<file path="config.mk">
export PLATFORM = sky130hd
export DESIGN_NAME = shared_array_dual_stack
export DESIGN_NICKNAME = d
export VERILOG_FILES = /design/src/hdl/sads_pkg.sv /design/src/hdl/sads_dp.sv /design/src/hdl/sads_ctrl.sv /design/src/hdl/shared_array_dual_stack.sv
export VERILOG_INCLUDE_DIRS = /design/src /design/src/hdl
export SDC_FILE = /design/constraint.sdc
export NUM_CORES = 1
export LEC_CHECK = 0
export BUFFER_PORTS_ARGS = -buffer_cell sky130_fd_sc_hd__buf_4
export CAP_MARGIN = 20
export CELL_PAD_IN_SITES_DETAIL_PLACEMENT = 0
export CELL_PAD_IN_SITES_GLOBAL_PLACEMENT = 1
export CORE_MARGIN = 2
export CORE_UTILIZATION = 49
export DETAILED_ROUTE_END_ITERATION = 6
export PLACE_DENSITY = 0.75
export RECOVER_POWER = 100
export SLEW_MARGIN = 10
export SYNTH_ARGS = -nofsm -noshare
export SYNTH_HDL_FRONTEND = slang
export SYNTH_SLANG_ARGS = --single-unit
</file>
<file path="constraint.sdc">
create_clock -name clk -period 4.25 [get_ports clk]
set_clock_uncertainty 0.05 [all_clocks]
set_input_delay 0.2125 -clock clk [delete_from_list [all_inputs] [get_ports clk]]
set_output_delay 0.2125 -clock clk [all_outputs]
set_load 0.005 [all_outputs]
</file>
<file path="src/hdl/assert_macros.svh">
// Assertion macros for the dual-stack block.
// Define NO_ASSERTIONS to compile them out.
`ifndef ASSERT_MACROS_SVH
`define ASSERT_MACROS_SVH

`ifndef NO_ASSERTIONS
// a must hold at every edge outside reset
`define SADS_ASSERT_ALWAYS(label, clk, rst_n, a) \
    label: assert property (@(posedge clk) disable iff (!rst_n) (a)) \
        else $error("always-true check failed");
// a implies b at the same edge
`define SADS_ASSERT_IMPLIES(label, clk, rst_n, a, b) \
    label: assert property (@(posedge clk) disable iff (!rst_n) (a) |-> (b)) \
        else $error("implication check failed");
// a implies b at the next edge
`define SADS_ASSERT_NEXT(label, clk, rst_n, a, b) \
    label: assert property (@(posedge clk) disable iff (!rst_n) (a) |=> (b)) \
        else $error("next-cycle check failed");
`else
`define SADS_ASSERT_ALWAYS(label, clk, rst_n, a)
`define SADS_ASSERT_IMPLIES(label, clk, rst_n, a, b)
`define SADS_ASSERT_NEXT(label, clk, rst_n, a, b)
`endif

`endif

</file>
<file path="src/hdl/sads_pkg.sv">
`timescale 1ns / 1ps
// ----------------------------------------------------------------------------
// sads_pkg
// Types and constants shared by the dual-stack controller, datapath and top.
// ----------------------------------------------------------------------------
package sads_pkg;

    localparam int DEPTH  = 16;
    localparam int CNT_W  = $clog2(DEPTH + 1);
    localparam int ADDR_W = (DEPTH > 1) ? $clog2(DEPTH) : 1;
    localparam int WORD_W = 32;

    localparam logic CMD_PUSH  = 1'b0;
    localparam logic CMD_POP   = 1'b1;
    localparam logic SIDE_LOW  = 1'b0;
    localparam logic SIDE_HIGH = 1'b1;

    localparam logic [1:0] ST_OK    = 2'd0;
    localparam logic [1:0] ST_EMPTY = 2'd1;
    localparam logic [1:0] ST_FULL  = 2'd2;

    typedef struct packed {
        logic                     command;
        logic                     which_stack;
        logic signed [WORD_W-1:0] push_word;
    } req_t;

    typedef struct packed {
        logic signed [WORD_W-1:0] pop_word;
        logic [1:0]               status;
    } rsp_t;

    // controller -> datapath
    typedef struct packed {
        logic capture;   // latch request, decide status and address
        logic execute;   // perform store access, update count
    } dp_ctrl_t;

    // datapath -> observers
    typedef struct packed {
        logic [CNT_W-1:0] low_count;
        logic [CNT_W-1:0] high_count;
    } dp_stat_t;

endpackage

</file>
<file path="src/hdl/sads_dp.sv">
`timescale 1ns / 1ps
// ----------------------------------------------------------------------------
// sads_dp
// Datapath: word store, stack counts, address and status decode, result reg.
// ----------------------------------------------------------------------------
module sads_dp
(
    input  logic               clk,
    input  logic               rst_n,
    input  sads_pkg::dp_ctrl_t ctrl,
    input  sads_pkg::req_t     req,
    output sads_pkg::rsp_t     rsp,
    output sads_pkg::dp_stat_t stat
);

    localparam logic [sads_pkg::CNT_W-1:0] DEPTH_C = sads_pkg::CNT_W'(sads_pkg::DEPTH);

    logic [sads_pkg::WORD_W-1:0] store_mem [sads_pkg::DEPTH];

    logic [sads_pkg::CNT_W-1:0]  low_count_reg, low_count_next;
    logic [sads_pkg::CNT_W-1:0]  high_count_reg, high_count_next;

    logic                        pop_reg;
    logic                        high_reg;
    logic                        ok_reg;
    logic [1:0]                  status_reg;
    logic [sads_pkg::ADDR_W-1:0] addr_reg;
    logic [sads_pkg::WORD_W-1:0] word_reg;
    logic [sads_pkg::WORD_W-1:0] rd_reg;

    logic [sads_pkg::CNT_W:0]    used;
    logic [1:0]                  status_next;
    logic [sads_pkg::CNT_W-1:0]  addr_full;

    assign used = (sads_pkg::CNT_W+1)'(low_count_reg) + (sads_pkg::CNT_W+1)'(high_count_reg);

    // status and slot for the incoming request
    always_comb
    begin
        status_next = sads_pkg::ST_OK;
        addr_full   = low_count_reg;
        if (req.command == sads_pkg::CMD_PUSH)
        begin
            if (used >= (sads_pkg::CNT_W+1)'(sads_pkg::DEPTH))
                status_next = sads_pkg::ST_FULL;
            if (req.which_stack == sads_pkg::SIDE_HIGH)
                addr_full = DEPTH_C - high_count_reg - sads_pkg::CNT_W'(1);
            else
                addr_full = low_count_reg;
        end
        else
        begin
            if (req.which_stack == sads_pkg::SIDE_HIGH)
            begin
                if (high_count_reg == '0)
                    status_next = sads_pkg::ST_EMPTY;
                addr_full = DEPTH_C - high_count_reg;
            end
            else
            begin
                if (low_count_reg == '0)
                    status_next = sads_pkg::ST_EMPTY;
                addr_full = low_count_reg - sads_pkg::CNT_W'(1);
            end
        end
    end

    always_ff @(posedge clk)
    begin
        if (ctrl.capture)
        begin
            pop_reg    <= req.command;
            high_reg   <= req.which_stack;
            ok_reg     <= (status_next == sads_pkg::ST_OK);
            status_reg <= status_next;
            addr_reg   <= addr_full[sads_pkg::ADDR_W-1:0];
            word_reg   <= req.push_word;
        end
    end

    // store access
    always_ff @(posedge clk)
    begin
        if (ctrl.execute && ok_reg && pop_reg == sads_pkg::CMD_PUSH)
            store_mem[addr_reg] <= word_reg;
        if (ctrl.execute)
            rd_reg <= store_mem[addr_reg];
    end

    always_comb
    begin
        low_count_next  = low_count_reg;
        high_count_next = high_count_reg;
        if (ctrl.execute && ok_reg)
        begin
            if (high_reg == sads_pkg::SIDE_HIGH)
                high_count_next = (pop_reg == sads_pkg::CMD_POP)
                                ? high_count_reg - sads_pkg::CNT_W'(1)
                                : high_count_reg + sads_pkg::CNT_W'(1);
            else
                low_count_next  = (pop_reg == sads_pkg::CMD_POP)
                                ? low_count_reg - sads_pkg::CNT_W'(1)
                                : low_count_reg + sads_pkg::CNT_W'(1);
        end
    end

    always_ff @(posedge clk or negedge rst_n)
    begin
        if (!rst_n)
        begin
            low_count_reg  <= '0;
            high_count_reg <= '0;
        end
        else
        begin
            low_count_reg  <= low_count_next;
            high_count_reg <= high_count_next;
        end
    end

    assign rsp.pop_word = (ok_reg && pop_reg == sads_pkg::CMD_POP) ? rd_reg : '0;
    assign rsp.status   = status_reg;

    assign stat.low_count  = low_count_reg;
    assign stat.high_count = high_count_reg;

endmodule

</file>
<file path="src/hdl/sads_ctrl.sv">
`timescale 1ns / 1ps
// ----------------------------------------------------------------------------
// sads_ctrl
// Controller: sequences one word through capture, store access and response.
// ----------------------------------------------------------------------------
module sads_ctrl
(
    input  logic               clk,
    input  logic               rst_n,
    input  logic               req_valid,
    output logic               req_stall,
    output logic               rsp_valid,
    input  logic               rsp_stall,
    output sads_pkg::dp_ctrl_t ctrl
);

    localparam logic [1:0] S_IDLE = 2'd0;
    localparam logic [1:0] S_EXEC = 2'd1;
    localparam logic [1:0] S_DONE = 2'd2;

    logic [1:0] state_reg, state_next;

    always_comb
    begin
        state_next = state_reg;
        unique case (state_reg)
            S_IDLE:
            begin
                if (req_valid)
                    state_next = S_EXEC;
            end
            S_EXEC:
            begin
                state_next = S_DONE;
            end
            S_DONE:
            begin
                if (!rsp_stall)
                    state_next = S_IDLE;
            end
            default:
            begin
                state_next = S_IDLE;
            end
        endcase
    end

    always_ff @(posedge clk or negedge rst_n)
    begin
        if (!rst_n)
            state_reg <= S_IDLE;
        else
            state_reg <= state_next;
    end

    assign req_stall    = (state_reg != S_IDLE);
    assign rsp_valid    = (state_reg == S_DONE);
    assign ctrl.capture = (state_reg == S_IDLE) && req_valid;
    assign ctrl.execute = (state_reg == S_EXEC);

endmodule

</file>
<file path="src/hdl/shared_array_dual_stack.sv">
`timescale 1ns / 1ps
// ----------------------------------------------------------------------------
// shared_array_dual_stack
// Two LIFO stacks sharing one 16-word store, low stack up, high stack down.
// ----------------------------------------------------------------------------
// Usage:
//   Request channel (req_valid / req_stall / req) carries one word: a push or
//   pop command, the stack it targets, and the word to push.
//   Response channel (rsp_valid / rsp_stall / rsp) returns exactly one word
//   per request: the popped word (zero unless a pop succeeded) and a status
//   of ok, stack empty (pop) or store full (push).
//   The response becomes valid once the request has passed the store-access
//   state into the response state. One request is handled at a time, set by
//   the controller's capture / store access / response sequence around the
//   single registered-read store port.
//   req_stall is high from acceptance until the response has been taken, so
//   one request is in flight at a time.
//   A stalled response holds its word until rsp_stall drops.
//   Reset empties both stacks (counts cleared); store contents are not
//   cleared, and a word read from an unwritten slot never reaches rsp.pop_word.
// ----------------------------------------------------------------------------
`include "assert_macros.svh"

module shared_array_dual_stack
(
    input  logic           clk,
    input  logic           rst_n,
    input  logic           req_valid,
    output logic           req_stall,
    input  sads_pkg::req_t req,
    output logic           rsp_valid,
    input  logic           rsp_stall,
    output sads_pkg::rsp_t rsp
);

    sads_pkg::dp_ctrl_t ctrl;
    sads_pkg::dp_stat_t stat;

    // sequencing
    sads_ctrl u_ctrl
    (
        .clk       (clk),
        .rst_n     (rst_n),
        .req_valid (req_valid),
        .req_stall (req_stall),
        .rsp_valid (rsp_valid),
        .rsp_stall (rsp_stall),
        .ctrl      (ctrl)
    );

    // store, counts and result
    sads_dp u_dp
    (
        .clk   (clk),
        .rst_n (rst_n),
        .ctrl  (ctrl),
        .req   (req),
        .rsp   (rsp),
        .stat  (stat)
    );

    // the two stacks never overlap
    `SADS_ASSERT_ALWAYS(a_no_overlap, clk, rst_n, ((sads_pkg::CNT_W+1)'(stat.low_count) + (sads_pkg::CNT_W+1)'(stat.high_count)) <= (sads_pkg::CNT_W+1)'(sads_pkg::DEPTH))
    // a request is never taken while a response is pending
    `SADS_ASSERT_IMPLIES(a_one_in_flight, clk, rst_n, req_valid && !req_stall, !rsp_valid)
    // failed operations return a zero word
    `SADS_ASSERT_IMPLIES(a_fail_zero, clk, rst_n, rsp_valid && rsp.status != sads_pkg::ST_OK, rsp.pop_word == '0)
    // the store-access step (execute) is followed by a valid response
    `SADS_ASSERT_NEXT(a_exec_to_done, clk, rst_n, ctrl.execute, rsp_valid)

endmodule
</file>
After elaboration in Yosys (flattened, before gate mapping)
Memories as Yosys holds them, arrays and structs flattened. A register that Yosys moved wholly into a read port is not among the register bits.
Index checks and enable logic that the tools add are counted.
- memories: 1
- bits in registers: 53
- bits in writable memories: 512
- bits in latches: 0
- word-level logic and storage cells: 52
- output and inout bits: 36
- bits in read-only memories: 0
- memories (name ; words ; bits a word ; rd ports ; clocked after memory_dff ; write ports ; RTL line ; text):
    u_dp.store_mem ; 16 ; 32 ; 1 ; 1 ; 1 ; sads_dp.sv:18 ; logic [sads_pkg::WORD_W-1:0] store_mem [sads_pkg::DEPTH];
- multiply operators: 0
- $lt $le $gt $ge: 1
- eq/ne operators: 4
- add/sub/neg operators: 7
- multiplexer cells: 16
- shift-type cells: 0
- bitwise gates (word level): 2
- divide/modulo/power cells: 0
- reduce and logical (&&, ||, !) cells: 12
- operator list (cell ; number):
    2-to-1 mux 32 bit ; 1
    2-to-1 mux 4 bit ; 3
    adder 5 x 1 -> 5 bit (second input constant) ; 2
    logical NOT 5 bit ; 2
    2-to-1 mux 2 bit ; 5
    2-to-1 mux 5 bit ; 2
    subtractor 5 x 1 -> 5 bit (second input constant) ; 2
    adder 5 x 5 -> 6 bit ; 1
    >= comparator 6 x 5 -> 1 bit (second input constant) ; 1
    case mux 2 bit (3 select lines) ; 1
    AND reduction 2 bit ; 3
    logical AND 1 bit ; 4
    logical NOT 2 bit ; 2
    2-to-1 mux 1 bit ; 4
    inequality test 2 bit (second input constant) ; 2
    subtractor 1 x 4 -> 4 bit (first input constant) ; 1
    subtractor 4 x 1 -> 4 bit (second input constant) ; 1
    equality test 2 x 1 -> 1 bit (second input constant) ; 1
    equality test 2 bit (second input constant) ; 1
    inverter 1 bit ; 2
    nonzero test 2 bit ; 1

Longest topological paths before layout
- depth in word-level cells: 5
- depth in mapped cells: 7
- mapped depth without buffers: 6

Modules after synthesis
Synthesis repeated with hierarchy kept, for this count alone.
- cell total of the unflattened synthesis: 975
- area total of the unflattened synthesis: 22783.1 um2
- modules (own cells, without submodules) (module ; area an instance (um2) ; seq. area each (um2) ; times used ; cells an instance):
    sads_dp ; 22688.0 ; 17817.1 ; 1 ; 965
    sads_ctrl ; 95.1 ; 50.0 ; 1 ; 10

Least setup slack after synthesis
OpenSTA, ideal clock, no wires.
- path type: reg2reg
- from: reg u_dp.addr_reg[0] (netlist name)
- to: mem u_dp.store_mem[0][0] (netlist name), enable pin
- arrival time: 3.469 ns
- buffers on the path: 3
- slack: 0.270 ns
- stages on the path, launching flop included: 6
- setup time: 0.461 ns
- cells stage by stage: edfxtp_1 -> buf_2 -> buf_6 -> buf_2 -> or3_1 -> nor3_1
- RTL lines (element ; RTL line ; text):
    start, declared ; sads_dp.sv:27 ; logic [sads_pkg::ADDR_W-1:0] addr_reg;
    start signal, assigned ; sads_dp.sv:76 ; addr_reg <= addr_full[sads_pkg::ADDR_W-1:0];
    end, declared ; sads_dp.sv:18 ;
Straight into the memory's write port.

Worst setup path after layout
- from: reg u_dp.addr_reg[1] (netlist name)
- to: mem u_dp.store_mem[12][7] (netlist name), enable pin
Straight into the memory's write port.

==> results.toml <==
[logic_synthesis]
yosysWarningCount = 0
syn_inst = 1043
synth.avg_cell_area_sq_um = 21.7
ys_ff_latch = 597
synth_fp_nets = 1092
yosys_most_used_dff = "edfxtp_1"
mappedNetlistArea_sq_mm = 0.0227
synth_cell_types = 40
synthArstFlopShare_pct = 2.01
synth_edf_count = 585
ys_seq_area_share_pct = 78.8

[routing]
avgRoutedWirePerCell_microns = 25.2
vias = 10700
drt-total-wl_microns = 46300
vias_per_cell = 5.81
drtAntennaViolNets = 0
dr.pass1.iters = 5
drt_iter0_drc = 1225
drc_errors = 0

[placement]
port_buffers = 73
dp_slack_ps = 1410
dp_hpwl_microns = 25000
placed_cells = 1693
place.gp.congestion = 0.751

[timing]
rsz0062_at_grt = "no"
setup_ws_ps = 822
drv_slew = 76
timing.setup.tns_ps = 0
tightest_slew_ps = 1860
hold_viol_final = 0
setup_viol = 0
relSlewSlack_pct = -24.0
finalCritPeriodShare_pct = 80.7
fin_crit_ps = 3430
timing.fmax_ghz = 0.292

[grt]
antenna_found_initial = 0
grt.overflow.total = 0
grt_pass1_vias = 11000
grt_pass1_wl_microns = 69700
grt_use_total_pct = 20.0
grt_max_degree = 89

[min_path]
worstHoldPathType = "in2reg"

[layout]
largest_register_ffs = 512
stdcell_count = 1837
final_nets = 1240
area_growth_pct = 15.9
postLayoutCoreUtil_pct = 57.7
post_route_cells_drive_above_1_share_pct = 25.3

[clock_network]
cts_buffers = 57
post-cts-setup-buffers = 0
clock_latency_ps = 610
cts_tree = "yes"
cts.reportedPaths.clkPinSlew_ps = 70
cts_root_buf = "clkbuf_16"
clockBufferDepth = 3
htreeDepth = 2
cts.sinks = 597

[die]
coreArea_sq_mm = 0.0456
std_cell_rows = 78
die_w_microns = 219
num_io_pins = 74
initial_core_util_pct = 49.8
design.die.area_sq_mm = 0.0480
die_y_microns = 219

[pwr]
p_leak_nw = 8.62
p_per_area_mw_per_mm2 = 585
ir_worst_vdd_v = 0.000411

[run_status]
violations = "max-capacitance violations, max-slew violations"
outcome = "finished with violations"

[critical_path]
start_kind = "flip-flop"
critical_path_class = "reg2reg"
end_kind = "flip-flop"
cp.arrival_ps = 3650
crit_required_ps = 4470
crit_fanout = 19

[flow_run]
cap_viol_max_count = 4
## cells in the final DEF, fill, tap and decap left out, types with 7 or more instances in the layout
cell type,instances
nor2_1,21
edfxtp_1,585
dfrtp_1,12
clkbuf_16,58
clkbuf_1,24
clkinv_2,9
inv_1,8
and3_1,34
dlygate4sd3_1,38
xor2_1,10
nand2_1,45
ha_1,10
nor2_4,8
clkbuf_4,67
a22oi_1,64
clkinv_1,18
buf_12,7
buf_4,10
mux4_2,128
bufinv_16,7
o21ai_0,7
## report_power, final
part | switching [W] | total [W] | internal, W
sequential | 0.000438 | 0.00757 | 0.00713
combinational | 0.00149 | 0.00281 | 0.00131
clock | 0.00210 | 0.00501 | 0.00290
total | 0.00404 | 0.0154 | 0.0114
## stage by stage
step                      hold WS (ps)  power (W)  area [sq um]
after global placement            17.1     0.0105         24200
after CTS                          242     0.0156         26500
final                              289     0.0154         26300
after detailed placement          19.9     0.0105         24200
after floorplan                   -133    0.00953         22700
after global routing               270     0.0160         26300
## worst paths after layout
check                                             startpoint                                 to  slack (ps)  cells past startpoint
max in group asynchronous                              rst_n    u_ctrl.state_reg[1]$_DFFE_PN0P_        3060                      3
min in group asynchronous                              rst_n  u_dp.low_count_reg[2]$_DFFE_PN0P_         670                      3
hold / removal                                        req[4]         u_dp.word_reg[4]$_DFFE_PP_         290                      2
hold reg to reg            u_dp.low_count_reg[4]$_DFFE_PN0P_  u_dp.low_count_reg[4]$_DFFE_PN0P_         450                      1
setup / recovery                  u_dp.addr_reg[1]$_DFFE_PP_    u_dp.store_mem[12][7]$_DFFE_PP_         820                      3
setup reg to reg                  u_dp.addr_reg[1]$_DFFE_PP_    u_dp.store_mem[12][7]$_DFFE_PP_         820                      3
## layout make-up
type | count | area [sq um]
Timing Repair Buffer | 147 | 1220
Tap cell | 600 | 751
Clock buffer | 64 | 1470
Sequential cell | 597 | 17900
Antenna cell | 1 | 2.50
Inverter | 8 | 30.0
Fill cell | 3281 | 19300
Multi-Input combinational cell | 380 | 4570
Clock inverter | 40 | 377
## critical path: stages, from the launching register on
cell and delay, ps:
edfxtp_1 740, or3_1 610, nor2_1 1370, buf_12 300
## cell usage after synthesis (2+ instances only)
cell | number | share of area, %
a21o_1 | 2 | 0.066
a21oi_1 | 4 | 0.088
a22oi_1 | 64 | 2.1
a31oi_1 | 2 | 0.055
and3_1 | 34 | 0.94
buf_2 | 16 | 0.35
buf_6 | 8 | 0.40
clkbuf_1 | 33 | 0.55
dfrtp_1 | 12 | 1.3
edfxtp_1 | 585 | 77
ha_1 | 10 | 0.55
inv_1 | 8 | 0.13
mux2i_1 | 3 | 0.13
mux4_2 | 128 | 13
nand2_1 | 45 | 0.74
nand2b_1 | 4 | 0.11
nor2_1 | 30 | 0.50
nor2b_1 | 5 | 0.14
nor3_1 | 6 | 0.13
nor4_1 | 3 | 0.083
nor4b_1 | 3 | 0.12
o21ai_0 | 7 | 0.15
xnor2_1 | 5 | 0.19
xor2_1 | 10 | 0.39
## kinds of logic (layout without fill, tap and decap cells)
group | after synthesis | in the layout | synth area share (%)
flip-flops | 597 | 597 | 78.8
AND/OR/NAND/NOR | 139 | 139 | 3.06
multiplexers | 131 | 131 | 12.8
AO/OA/AOI/OAI | 84 | 84 | 2.66
buffers and inverters | 66 | 259 | 1.45
XOR/XNOR | 15 | 15 | 0.579
adder cells (fa/ha/maj) | 11 | 11 | 0.640
other | 0 | 1 | 0
## what timing repair did
action                                 4_1_cts  5_1_grt
hold buffers                                38        0
gates resized for setup                      0        0
endpoints found under the hold margin       53        0
## metal layers
| metal | vias up | track usage [%] | wire length [microns] |
|---|---|---|---|
| met5 | - | 0 | 0 |
| met4 | 0 | 5.56 | 1220 |
| met3 | 86 | 3.13 | 2850 |
| met2 | 349 | 31.3 | 22100 |
| met1 | 5603 | 29.5 | 20100 |
| li1 | 4639 | - | - |
(Power assumes the default switching activity.)
